### src/hw/rtl/tlv_record_parser_assert.svh
// ---------------------------------------------------------------------------
// tlv_record_parser_assert.svh
// Assertion macros for the TLV record parser. Synthesis builds define SYNTH
// so that the macros expand to nothing.
// ---------------------------------------------------------------------------
`ifndef TLV_RECORD_PARSER_ASSERT_SVH
`define TLV_RECORD_PARSER_ASSERT_SVH
`ifndef SYNTH
// Same-cycle implication, checked out of reset
`define TLV_ASSERT_IMPL(name, clk, rst_n, ante, cons) \
  name: assert property (@(posedge clk) disable iff (!rst_n) (ante) |-> (cons)) \
    else $error("tlv_record_parser: same-cycle check failed");
// Next-cycle implication, checked out of reset
`define TLV_ASSERT_NEXT(name, clk, rst_n, ante, cons) \
  name: assert property (@(posedge clk) disable iff (!rst_n) (ante) |=> (cons)) \
    else $error("tlv_record_parser: next-cycle check failed");
`else
`define TLV_ASSERT_IMPL(name, clk, rst_n, ante, cons)
`define TLV_ASSERT_NEXT(name, clk, rst_n, ante, cons)
`endif
`endif

### src/hw/rtl/tlvrp_pkg.sv
// ---------------------------------------------------------------------------
// tlvrp_pkg
// Shared types and constants of the TLV record parser.
// ---------------------------------------------------------------------------
`default_nettype none

package tlvrp_pkg;

  // Result kinds
  localparam logic [1:0] KIND_HEADER = 2'd0;
  localparam logic [1:0] KIND_VALUE  = 2'd1;
  localparam logic [1:0] KIND_ERROR  = 2'd2;

  // Command queue between parser front and output back
  localparam int Q_DEPTH = 4;
  localparam int Q_AW    = $clog2(Q_DEPTH);

  // Compact result request; a value byte travels in ident[7:0]
  typedef struct packed {
    logic [1:0]  kind;
    logic        last;
    logic [1:0]  ident_kind;
    logic [15:0] ident;
    logic [23:0] vlen;
    logic [23:0] off;
  } cmd_t;

endpackage

`default_nettype wire

### src/hw/rtl/tlvrp_front.sv
// ---------------------------------------------------------------------------
// tlvrp_front
// Byte parser: tracks header phase, identifier, length and buffer position,
// and issues one compact result request per byte that yields a result.
// ---------------------------------------------------------------------------
`default_nettype none

module tlvrp_front #(
  parameter int POSITION_WIDTH = 24
) (
  input  wire logic          clk,
  input  wire logic          rst_n,
  input  wire logic          accept,
  input  wire logic [7:0]    data_byte,
  input  wire logic          buffer_end,
  output tlvrp_pkg::cmd_t    cmd,
  output logic               cmd_valid
);

  typedef enum logic [4:0] {
    PH_TYPE  = 5'b00001,
    PH_ID_HI = 5'b00010,
    PH_ID_LO = 5'b00100,
    PH_LEN   = 5'b01000,
    PH_VALUE = 5'b10000
  } phase_t;

  phase_t                    phase_r, phase_nxt;
  logic [7:0]                type_r, type_nxt;
  logic [15:0]               ident_r, ident_nxt;
  logic [23:0]               len_r, len_nxt;
  logic [1:0]                hdr_left_r, hdr_left_nxt;
  logic [23:0]               val_left_r, val_left_nxt;
  logic [POSITION_WIDTH-1:0] pos_r, pos_nxt;

  logic [POSITION_WIDTH-1:0] pos_inc;
  logic [31:0]               pos_ext;
  logic                      fin;
  logic                      err;
  logic                      hdr_emit;
  logic                      val_emit;
  logic                      val_last;

  assign pos_inc = pos_r + 1'b1;
  assign pos_ext = 32'(pos_inc);

  // Next parse state for the byte on the input
  always_comb begin
    phase_nxt    = phase_r;
    type_nxt     = type_r;
    ident_nxt    = ident_r;
    len_nxt      = len_r;
    hdr_left_nxt = hdr_left_r;
    val_left_nxt = val_left_r;
    fin          = 1'b0;
    err          = 1'b0;
    hdr_emit     = 1'b0;
    val_emit     = 1'b0;
    val_last     = 1'b0;

    case (phase_r)
      PH_TYPE: begin
        type_nxt     = data_byte;
        ident_nxt    = 16'h0000;
        len_nxt      = 24'h000000;
        val_left_nxt = 24'h000000;
        hdr_left_nxt = data_byte[4:3];
        phase_nxt    = data_byte[5] ? PH_ID_HI : PH_ID_LO;
        err          = buffer_end;
      end
      PH_ID_HI: begin
        ident_nxt = {8'h00, data_byte};
        phase_nxt = PH_ID_LO;
        err       = buffer_end;
      end
      PH_ID_LO: begin
        ident_nxt = {ident_r[7:0], data_byte};
        if (hdr_left_r == 2'd0) begin
          len_nxt = {21'd0, type_r[2:0]};
          fin     = 1'b1;
        end else begin
          phase_nxt = PH_LEN;
          err       = buffer_end;
        end
      end
      PH_LEN: begin
        len_nxt      = {len_r[15:0], data_byte};
        hdr_left_nxt = hdr_left_r - 2'd1;
        if (hdr_left_r == 2'd1) begin
          fin = 1'b1;
        end else begin
          err = buffer_end;
        end
      end
      PH_VALUE: begin
        if (val_left_r <= 24'd1) begin
          val_emit     = 1'b1;
          val_last     = 1'b1;
          val_left_nxt = 24'd0;
          phase_nxt    = PH_TYPE;
        end else if (buffer_end) begin
          err          = 1'b1;
          val_left_nxt = 24'd0;
          phase_nxt    = PH_TYPE;
        end else begin
          val_emit     = 1'b1;
          val_left_nxt = val_left_r - 24'd1;
        end
      end
      default: begin
        phase_nxt = PH_TYPE;
      end
    endcase

    // Complete the header; a nonempty value cannot follow the final byte
    if (fin) begin
      if (buffer_end && (len_nxt != 24'd0)) begin
        err       = 1'b1;
        phase_nxt = PH_TYPE;
      end else begin
        hdr_emit     = 1'b1;
        phase_nxt    = (len_nxt == 24'd0) ? PH_TYPE : PH_VALUE;
        val_left_nxt = len_nxt;
      end
    end

    // Restart on the final byte of the buffer
    if (buffer_end) begin
      phase_nxt    = PH_TYPE;
      hdr_left_nxt = 2'd0;
      val_left_nxt = 24'd0;
      pos_nxt      = '0;
    end else begin
      pos_nxt = pos_inc;
    end
  end

  // Build the result request
  always_comb begin
    cmd            = '0;
    cmd_valid      = accept && (err || hdr_emit || val_emit);
    if (err) begin
      cmd.kind = tlvrp_pkg::KIND_ERROR;
      cmd.last = 1'b1;
    end else if (hdr_emit) begin
      cmd.kind       = tlvrp_pkg::KIND_HEADER;
      cmd.last       = (len_nxt == 24'd0);
      cmd.ident_kind = type_r[7:6];
      cmd.ident      = ident_nxt;
      cmd.vlen       = len_nxt;
      cmd.off        = pos_ext[23:0];
    end else begin
      cmd.kind  = tlvrp_pkg::KIND_VALUE;
      cmd.last  = val_last;
      cmd.ident = {8'h00, data_byte};
    end
  end

  // Advance parse state on each accepted byte
  always_ff @(posedge clk) begin
    if (!rst_n) begin
      phase_r    <= PH_TYPE;
      type_r     <= 8'h00;
      ident_r    <= 16'h0000;
      len_r      <= 24'h000000;
      hdr_left_r <= 2'd0;
      val_left_r <= 24'd0;
      pos_r      <= '0;
    end else if (accept) begin
      phase_r    <= phase_nxt;
      type_r     <= type_nxt;
      ident_r    <= ident_nxt;
      len_r      <= len_nxt;
      hdr_left_r <= hdr_left_nxt;
      val_left_r <= val_left_nxt;
      pos_r      <= pos_nxt;
    end
  end

endmodule

`default_nettype wire

### src/hw/rtl/tlvrp_queue.sv
// ---------------------------------------------------------------------------
// tlvrp_queue
// Short FIFO of result requests between the parser and the output stage.
// ---------------------------------------------------------------------------
`default_nettype none

module tlvrp_queue (
  input  wire logic            clk,
  input  wire logic            rst_n,
  input  wire logic            wr_en,
  input  wire tlvrp_pkg::cmd_t wr_data,
  output logic                 q_full,
  input  wire logic            rd_en,
  output tlvrp_pkg::cmd_t      rd_data,
  output logic                 q_empty
);

  tlvrp_pkg::cmd_t                mem [tlvrp_pkg::Q_DEPTH];
  logic [tlvrp_pkg::Q_AW-1:0]     wr_ptr_r, rd_ptr_r;
  logic [tlvrp_pkg::Q_AW:0]       count_r, count_nxt;
  logic                           do_wr, do_rd;

  assign q_full  = (count_r == (tlvrp_pkg::Q_AW + 1)'(tlvrp_pkg::Q_DEPTH));
  assign q_empty = (count_r == '0);
  assign do_wr   = wr_en && !q_full;
  assign do_rd   = rd_en && !q_empty;
  assign rd_data = mem[rd_ptr_r];

  // Track occupancy
  always_comb begin
    count_nxt = count_r;
    if (do_wr && !do_rd) begin
      count_nxt = count_r + 1'b1;
    end else if (do_rd && !do_wr) begin
      count_nxt = count_r - 1'b1;
    end
  end

  // Store requests
  always_ff @(posedge clk) begin
    if (do_wr) begin
      mem[wr_ptr_r] <= wr_data;
    end
  end

  // Advance pointers
  always_ff @(posedge clk) begin
    if (!rst_n) begin
      wr_ptr_r <= '0;
      rd_ptr_r <= '0;
      count_r  <= '0;
    end else begin
      if (do_wr) begin
        wr_ptr_r <= wr_ptr_r + 1'b1;
      end
      if (do_rd) begin
        rd_ptr_r <= rd_ptr_r + 1'b1;
      end
      count_r <= count_nxt;
    end
  end

endmodule

`default_nettype wire

### src/hw/rtl/tlvrp_back.sv
// ---------------------------------------------------------------------------
// tlvrp_back
// Output stage: expands result requests into the result fields and holds
// them until popped.
// ---------------------------------------------------------------------------
`default_nettype none

module tlvrp_back (
  input  wire logic            clk,
  input  wire logic            rst_n,
  input  wire logic            q_empty,
  input  wire tlvrp_pkg::cmd_t q_data,
  output logic                 q_rd,
  input  wire logic            pop,
  output logic                 empty,
  output logic [1:0]           out_kind,
  output logic [1:0]           out_ident_kind,
  output logic [15:0]          out_ident,
  output logic [23:0]          out_value_length,
  output logic [23:0]          out_value_offset,
  output logic [7:0]           out_value_byte,
  output logic                 out_record_last
);

  logic        valid_r;
  logic        load;
  logic [1:0]  ident_kind_nxt;
  logic [15:0] ident_nxt;
  logic [23:0] vlen_nxt;
  logic [23:0] off_nxt;
  logic [7:0]  vbyte_nxt;

  assign load  = !q_empty && (!valid_r || pop);
  assign q_rd  = load;
  assign empty = !valid_r;

  // Expand the request by kind
  always_comb begin
    ident_kind_nxt = 2'd0;
    ident_nxt      = 16'h0000;
    vlen_nxt       = 24'd0;
    off_nxt        = 24'd0;
    vbyte_nxt      = 8'h00;
    case (q_data.kind)
      tlvrp_pkg::KIND_HEADER: begin
        ident_kind_nxt = q_data.ident_kind;
        ident_nxt      = q_data.ident;
        vlen_nxt       = q_data.vlen;
        off_nxt        = q_data.off;
      end
      tlvrp_pkg::KIND_VALUE: begin
        vbyte_nxt = q_data.ident[7:0];
      end
      default: begin
        vbyte_nxt = 8'h00;
      end
    endcase
  end

  // Hold the result until popped
  always_ff @(posedge clk) begin
    if (!rst_n) begin
      valid_r <= 1'b0;
    end else if (load) begin
      valid_r <= 1'b1;
    end else if (pop) begin
      valid_r <= 1'b0;
    end
  end

  always_ff @(posedge clk) begin
    if (load) begin
      out_kind         <= q_data.kind;
      out_record_last  <= q_data.last;
      out_ident_kind   <= ident_kind_nxt;
      out_ident        <= ident_nxt;
      out_value_length <= vlen_nxt;
      out_value_offset <= off_nxt;
      out_value_byte   <= vbyte_nxt;
    end
  end

endmodule

`default_nettype wire

### src/hw/rtl/tlv_record_parser.sv
// ---------------------------------------------------------------------------
// tlv_record_parser
// Streaming OMA LwM2M TLV record decoder: takes a buffer one byte at a time
// and gives one header result per record, one result per value byte, and a
// truncation error where the buffer ends inside a record.
//
//   channel  | handshake          | payload
//   ---------+--------------------+----------------------------------------
//   input    | push / full        | in_data_byte, in_buffer_end
//   result   | empty / pop        | out_kind .. out_record_last
//
// One byte is taken per cycle while full is low; the parse state is registered
// as each byte is taken. A result reaches the result ports through the request
// queue, written as its byte is taken, and the output register, loaded once
// that register is empty or being popped.
// The four-entry request queue absorbs result stalls; full rises only when
// it holds four results, and bytes that yield no result still wait on it.
// Synchronous reset returns the parser to the type-byte phase at position 0.
// ---------------------------------------------------------------------------
`default_nettype none

module tlv_record_parser #(
  parameter int POSITION_WIDTH = 24
) (
  input  wire logic        clk,
  input  wire logic        rst_n,
  input  wire logic        push,
  output logic             full,
  input  wire logic [7:0]  in_data_byte,
  input  wire logic        in_buffer_end,
  output logic             empty,
  input  wire logic        pop,
  output logic [1:0]       out_kind,
  output logic [1:0]       out_ident_kind,
  output logic [15:0]      out_ident,
  output logic [23:0]      out_value_length,
  output logic [23:0]      out_value_offset,
  output logic [7:0]       out_value_byte,
  output logic             out_record_last
);

`include "tlv_record_parser_assert.svh"

  tlvrp_pkg::cmd_t cmd;
  tlvrp_pkg::cmd_t q_data;
  logic            cmd_valid;
  logic            accept;
  logic            q_full;
  logic            q_empty;
  logic            q_rd;
  logic            hdr_shown;
  logic            hdr_last_ok;
  logic            err_shown;

  assign full   = q_full;
  assign accept = push && !q_full;

  // Parse bytes into result requests
  tlvrp_front #(
    .POSITION_WIDTH (POSITION_WIDTH)
  ) u_front (
    .clk        (clk),
    .rst_n      (rst_n),
    .accept     (accept),
    .data_byte  (in_data_byte),
    .buffer_end (in_buffer_end),
    .cmd        (cmd),
    .cmd_valid  (cmd_valid)
  );

  // Buffer requests between the two sides
  tlvrp_queue u_queue (
    .clk     (clk),
    .rst_n   (rst_n),
    .wr_en   (cmd_valid),
    .wr_data (cmd),
    .q_full  (q_full),
    .rd_en   (q_rd),
    .rd_data (q_data),
    .q_empty (q_empty)
  );

  // Present results
  tlvrp_back u_back (
    .clk              (clk),
    .rst_n            (rst_n),
    .q_empty          (q_empty),
    .q_data           (q_data),
    .q_rd             (q_rd),
    .pop              (pop),
    .empty            (empty),
    .out_kind         (out_kind),
    .out_ident_kind   (out_ident_kind),
    .out_ident        (out_ident),
    .out_value_length (out_value_length),
    .out_value_offset (out_value_offset),
    .out_value_byte   (out_value_byte),
    .out_record_last  (out_record_last)
  );

  // Checks
  assign hdr_shown   = !empty && (out_kind == tlvrp_pkg::KIND_HEADER);
  assign hdr_last_ok = (out_record_last == (out_value_length == 24'd0));
  assign err_shown   = !empty && (out_kind == tlvrp_pkg::KIND_ERROR);

  `TLV_ASSERT_IMPL(a_no_q_overflow, clk, rst_n, cmd_valid, !q_full)
  `TLV_ASSERT_NEXT(a_drain_to_empty, clk, rst_n, pop && !empty && q_empty, empty)
  `TLV_ASSERT_IMPL(a_hdr_last, clk, rst_n, hdr_shown, hdr_last_ok)
  `TLV_ASSERT_IMPL(a_err_last, clk, rst_n, err_shown, out_record_last)

endmodule

`default_nettype wire
### config.mk
export PLATFORM = sky130hd
export DESIGN_NAME = tlv_record_parser
export DESIGN_NICKNAME = d
export VERILOG_FILES = /design/src/hw/rtl/tlvrp_pkg.sv /design/src/hw/rtl/tlvrp_front.sv /design/src/hw/rtl/tlvrp_queue.sv /design/src/hw/rtl/tlvrp_back.sv /design/src/hw/rtl/tlv_record_parser.sv
export VERILOG_INCLUDE_DIRS = /design/src /design/src/hw/rtl
export SDC_FILE = /design/constraint.sdc
export NUM_CORES = 1
export LEC_CHECK = 0
export BUFFER_PORTS_ARGS = -buffer_cell sky130_fd_sc_hd__buf_2
export CORE_MARGIN = 4
export CORE_UTILIZATION = 35
export DETAILED_ROUTE_END_ITERATION = 10
export GPL_ROUTABILITY_DRIVEN = 0
export PLACE_DENSITY_LB_ADDON = 0.15
export SLEW_MARGIN = 25
export SYNTH_ARGS = -nofsm -noshare
export SYNTH_HDL_FRONTEND = slang
export SYNTH_SLANG_ARGS = --single-unit
### constraint.sdc
create_clock -name clk -period 9.8 [get_ports clk]
set_input_delay 0.49 -clock clk [delete_from_list [all_inputs] [get_ports clk]]
set_output_delay 0.49 -clock clk [all_outputs]
set_load 0.02 [all_outputs]
==> run_results.csv <==
group,metric,value,unit
min_path,min_to,"u_back.valid_r",
synthesis,synth_seq_cells,463,
floorplanning,row_count,85,
drt,vias,11800,
synthesis,yosysUniqueCellTypes,67,
worst_setup_path,crit_slowest_cell,"dfxtp_1",
synthesis,synthArstFlopShare,0,%
job,maxCapViolCount,0,
power_and_ir_drop,seqPwrFrac,44.4,%
power_and_ir_drop,ir_worst_vdd,0.126,mV
timing,postLayoutSetupSlackWorst,5.94,ns
floorplanning,core_region_area,0.0542,mm^2
final_layout,fillers,5077,
cts,numCtsBuffers,50,
timing,hold_viol_final,0,
synthesis,syn-num-nets,1435,
outcome,outcome,"completed",
synthesis,synth_commonest_cells,"edfxtp_1 (353), nor2_1 (163), dfxtp_1 (110)",
synthesis,synth_top_area_cell,"edfxtp_1",
timing,tns,0,ns
cts,cts_sinks,463,
power_and_ir_drop,internal-power,0.00410,W
synthesis,syn_area_per_cell,13.7,um^2
timing,skew,0.0134,ns
cts,clk_pin_slew,0.06,ns
place,dp_hpwl,28600,um
cts,holdBufCountCts,0,
cts,cts_resized,0,
worst_setup_path,cp_slowest_stage_delay,0.73,ns
timing,clock.fmax,0.259,GHz
synthesis,synth-seq-area-share,66.2,%
worst_setup_path,critPathMaxFanout,53,
global_routing,grt_max_degree,71,
drt,viasPerCell,5.33,
drt,drc,0,
worst_setup_path,cp-start-kind,"flop",
worst_setup_path,crit_chain,"or3_1 -> nor2b_2 -> buf_4 -> a221oi_1 -> nand4_1 -> o21ai_1 -> buf_4 -> nand2_4 -> nor2_1",
worst_setup_path,worst_setup_path_end_kind,"flop",
worst_setup_path,reg2reg_slack,5.94,ns
final_layout,nNetsFinal,1504,
floorplanning,die-area,0.0591,mm^2
place,dp_cells,2124,
synthesis,synth.most_common_cell,"edfxtp_1",
final_layout,post-route-util,40.9,%
worst_setup_path,path_common_cell,"buf_4",
drt,first_pass_iters,7,
synthesis,netlist_instances,1411,
power_and_ir_drop,switching_share,29.4,%
timing,period_minus_slack,3.86,ns
worst_setup_path,required,10.16,ns
power_and_ir_drop,clkPwrFrac,33.7,%
floorplanning,die_x,243,um
final_layout,stdcell_count,2217,
global_routing,grt_util_all_layers,15.7,%
timing,tightest_slew,0.980,ns
global_routing,grt_pass1_wl,72800,um
drt,drt_iter0_drc,979,
cts,cts_max_level,2,
timing,rsz0062_at_grt,"no",
synthesis,synth-main-ff-cell,"edfxtp_1",
global_routing,overflow,0,
synthesis,synth_warnings,0,
cts,clk_path_buf_depth,3,
cts,cts_tree,"done",
cts,cts_root_buf,"clkbuf_16",
worst_setup_path,r2r-start,"u_front.phase_r[0]",
min_path,holdPathStages,4,
worst_setup_path,critical_path_buf_inv_count,2,
floorplanning,io_pins,92,
floorplanning,start_util,35.7,%
final_layout,diodes,0,
timing,drv_slew,0,
power_and_ir_drop,power_leakage,7.39,nW
timing,finalCritPeriodShare,39.4,%
timing,setup_violations,0,
drt,wl_per_cell,21.2,um
worst_setup_path,critPathKind,"flop to flop",
floorplanning,die_height,243,um
global_routing,grt_pass1_vias,11900,
cts,cts_setup_buffers,0,
drt,final_antenna_net_count,0,
place,place_ws,5.94,ns
place,port_buffers,91,
timing,relSlewSlack,34.6,%
min_path,hold_start,"pop",
power_and_ir_drop,p_per_area,261,mW/mm^2
synthesis,synth-edff-count,353,
global_routing,antenna_found_initial,1,
power_and_ir_drop,combPwrFrac,21.9,%
synthesis,yosys.area.top_type_share,54.8,%
synthesis,synth_area_leaders,"edfxtp_1 (55%), dfxtp_1 (11%), mux4_2 (8.0%), nor2_1 (3.2%), a22oi_1 (2.3%)",
worst_setup_path,r2r_end,"u_queue.mem[2][25]",
worst_setup_path,critical_path_arrival,4.22,ns
power_and_ir_drop,switchingPower,0.00170,W
min_path,hold_path.class,"input port to flop",
cts,clk_latency,0.58,ns
worst_setup_path,cpLargestDelayFamily,"simple AND/OR/NAND/NOR gates",
final_layout,drive_gt1_share,18.8,%
drt,routed_wl,46900,um
final_layout,area_delta_synth_final,14.8,%
synthesis,netlist_area,0.0193,mm^2
worst_setup_path,r2r_cells,9,
==> cell usage in the layout (no fill, tap or decap), drive strengths merged, types with 4 or more instances in the layout <==
master   instances
edfxtp         353
nor2           165
buf            111
dfxtp          110
nand2           75
o21ai           71
clkbuf          70
mux4            69
nor2b           64
a22oi           59
a21oi           41
nor3            26
inv             25
a211oi          19
xnor2           19
or3             18
and2            18
and3            16
clkinv          15
nand3           14
xor2            13
a221oi          11
ha              10
nor4            10
o31ai            9
o2bb2ai          8
or4              8
nand4            7
mux2i            7
bufinv           6
a31oi            6
or2              5
nor3b            4
nand2b           4
o21a             4
a222oi           4
nand3b           4
a22o             4
==> sequential cells by signal, indices dropped and copies added (netlist names), 3 cells and up, named ones only <==
register	count
u_front.ident_r	16
u_front.phase_r	5
u_front.len_r	24
u_queue.mem	276
u_front.type_r	5
u_back.out_value_length	24
u_back.out_value_byte	8
u_back.out_ident	16
u_front.pos_r	24
u_back.out_value_offset	24
u_queue.count_r	3
u_front.val_left_r	24
==> worst max path at each step <==
stage               slack, ns                 end  cells past startpoint          startpoint
finish                   5.94  u_queue.mem[2][25]                      9  u_front.phase_r[0]
global placement         5.93  u_queue.mem[0][50]                      8  u_front.phase_r[0]
CTS                      5.92   u_queue.mem[0][6]                      7  u_front.phase_r[0]
detailed placement       5.94  u_queue.mem[0][43]                      7  u_front.phase_r[0]
floorplan                4.00  u_queue.count_r[2]                      9                 pop
global route             5.64   u_queue.mem[1][7]                      9  u_front.phase_r[0]
==> per-layer routing <==
layer / track usage, % / wire, um / share of wire (%)
met1: 21.9 / 21200 / 45
met2: 25.6 / 22400 / 48
met3: 2.56 / 2170 / 4.6
met4: 4.31 / 1060 / 2.3
met5: 0 / 0 / 0
==> worst reg2reg max path, stage by stage, from the launching register on <==
cell and delay [ns]:
dfxtp_1 0.73, or3_1 0.29, nor2b_2 0.06, buf_4 0.24
a221oi_1 0.59, nand4_1 0.26, o21ai_1 0.18, buf_4 0.34
nand2_4 0.51, nor2_1 0.44
==> through the flow <==
stage | hold WS (ns) | cell area, um^2 | total power, W
floorplan | 0.432 | 19300 | 0.00349
global placement | 0.448 | 20500 | 0.00392
detailed placement | 0.455 | 20500 | 0.00393
CTS | 0.187 | 22200 | 0.00591
global route | 0.224 | 22200 | 0.00609
finish | 0.234 | 22200 | 0.00580
==> cell type report <==
class,count,area (um^2),share of cell area (%)
inverters,25,93.8,0.423
multi-input cells,829,6100,27.5
clock buffers,70,1460,6.58
repair buffers,111,606,2.73
well taps,696,871,3.92
flip-flops and latches,463,12800,57.7
clock inverters,23,265,1.19
==> cell families (layout without fill, tap and decap cells) <==
logic type | after synthesis | count (layout) | synth area share (%)
simple gates | 443 | 443 | 11.3
mux | 77 | 77 | 8.46
fa+ha+maj | 11 | 11 | 0.751
compound gates | 266 | 266 | 9.35
buf+inv | 119 | 229 | 2.54
xor+xnor | 32 | 32 | 1.45
flops | 463 | 463 | 66.2
==> power groups by stage <==
stage | logic [W] | registers (W) | clock network [W]
2_1_floorplan | 0.000696 | 0.00279 | 0
6_report | 0.00127 | 0.00258 | 0.00195
4_1_cts | 0.00131 | 0.00259 | 0.00201
5_1_grt | 0.00138 | 0.00261 | 0.00210
3_5_place_dp | 0.00130 | 0.00263 | 0
3_3_place_gp | 0.00130 | 0.00262 | 0
(Power assumes the default switching activity.)
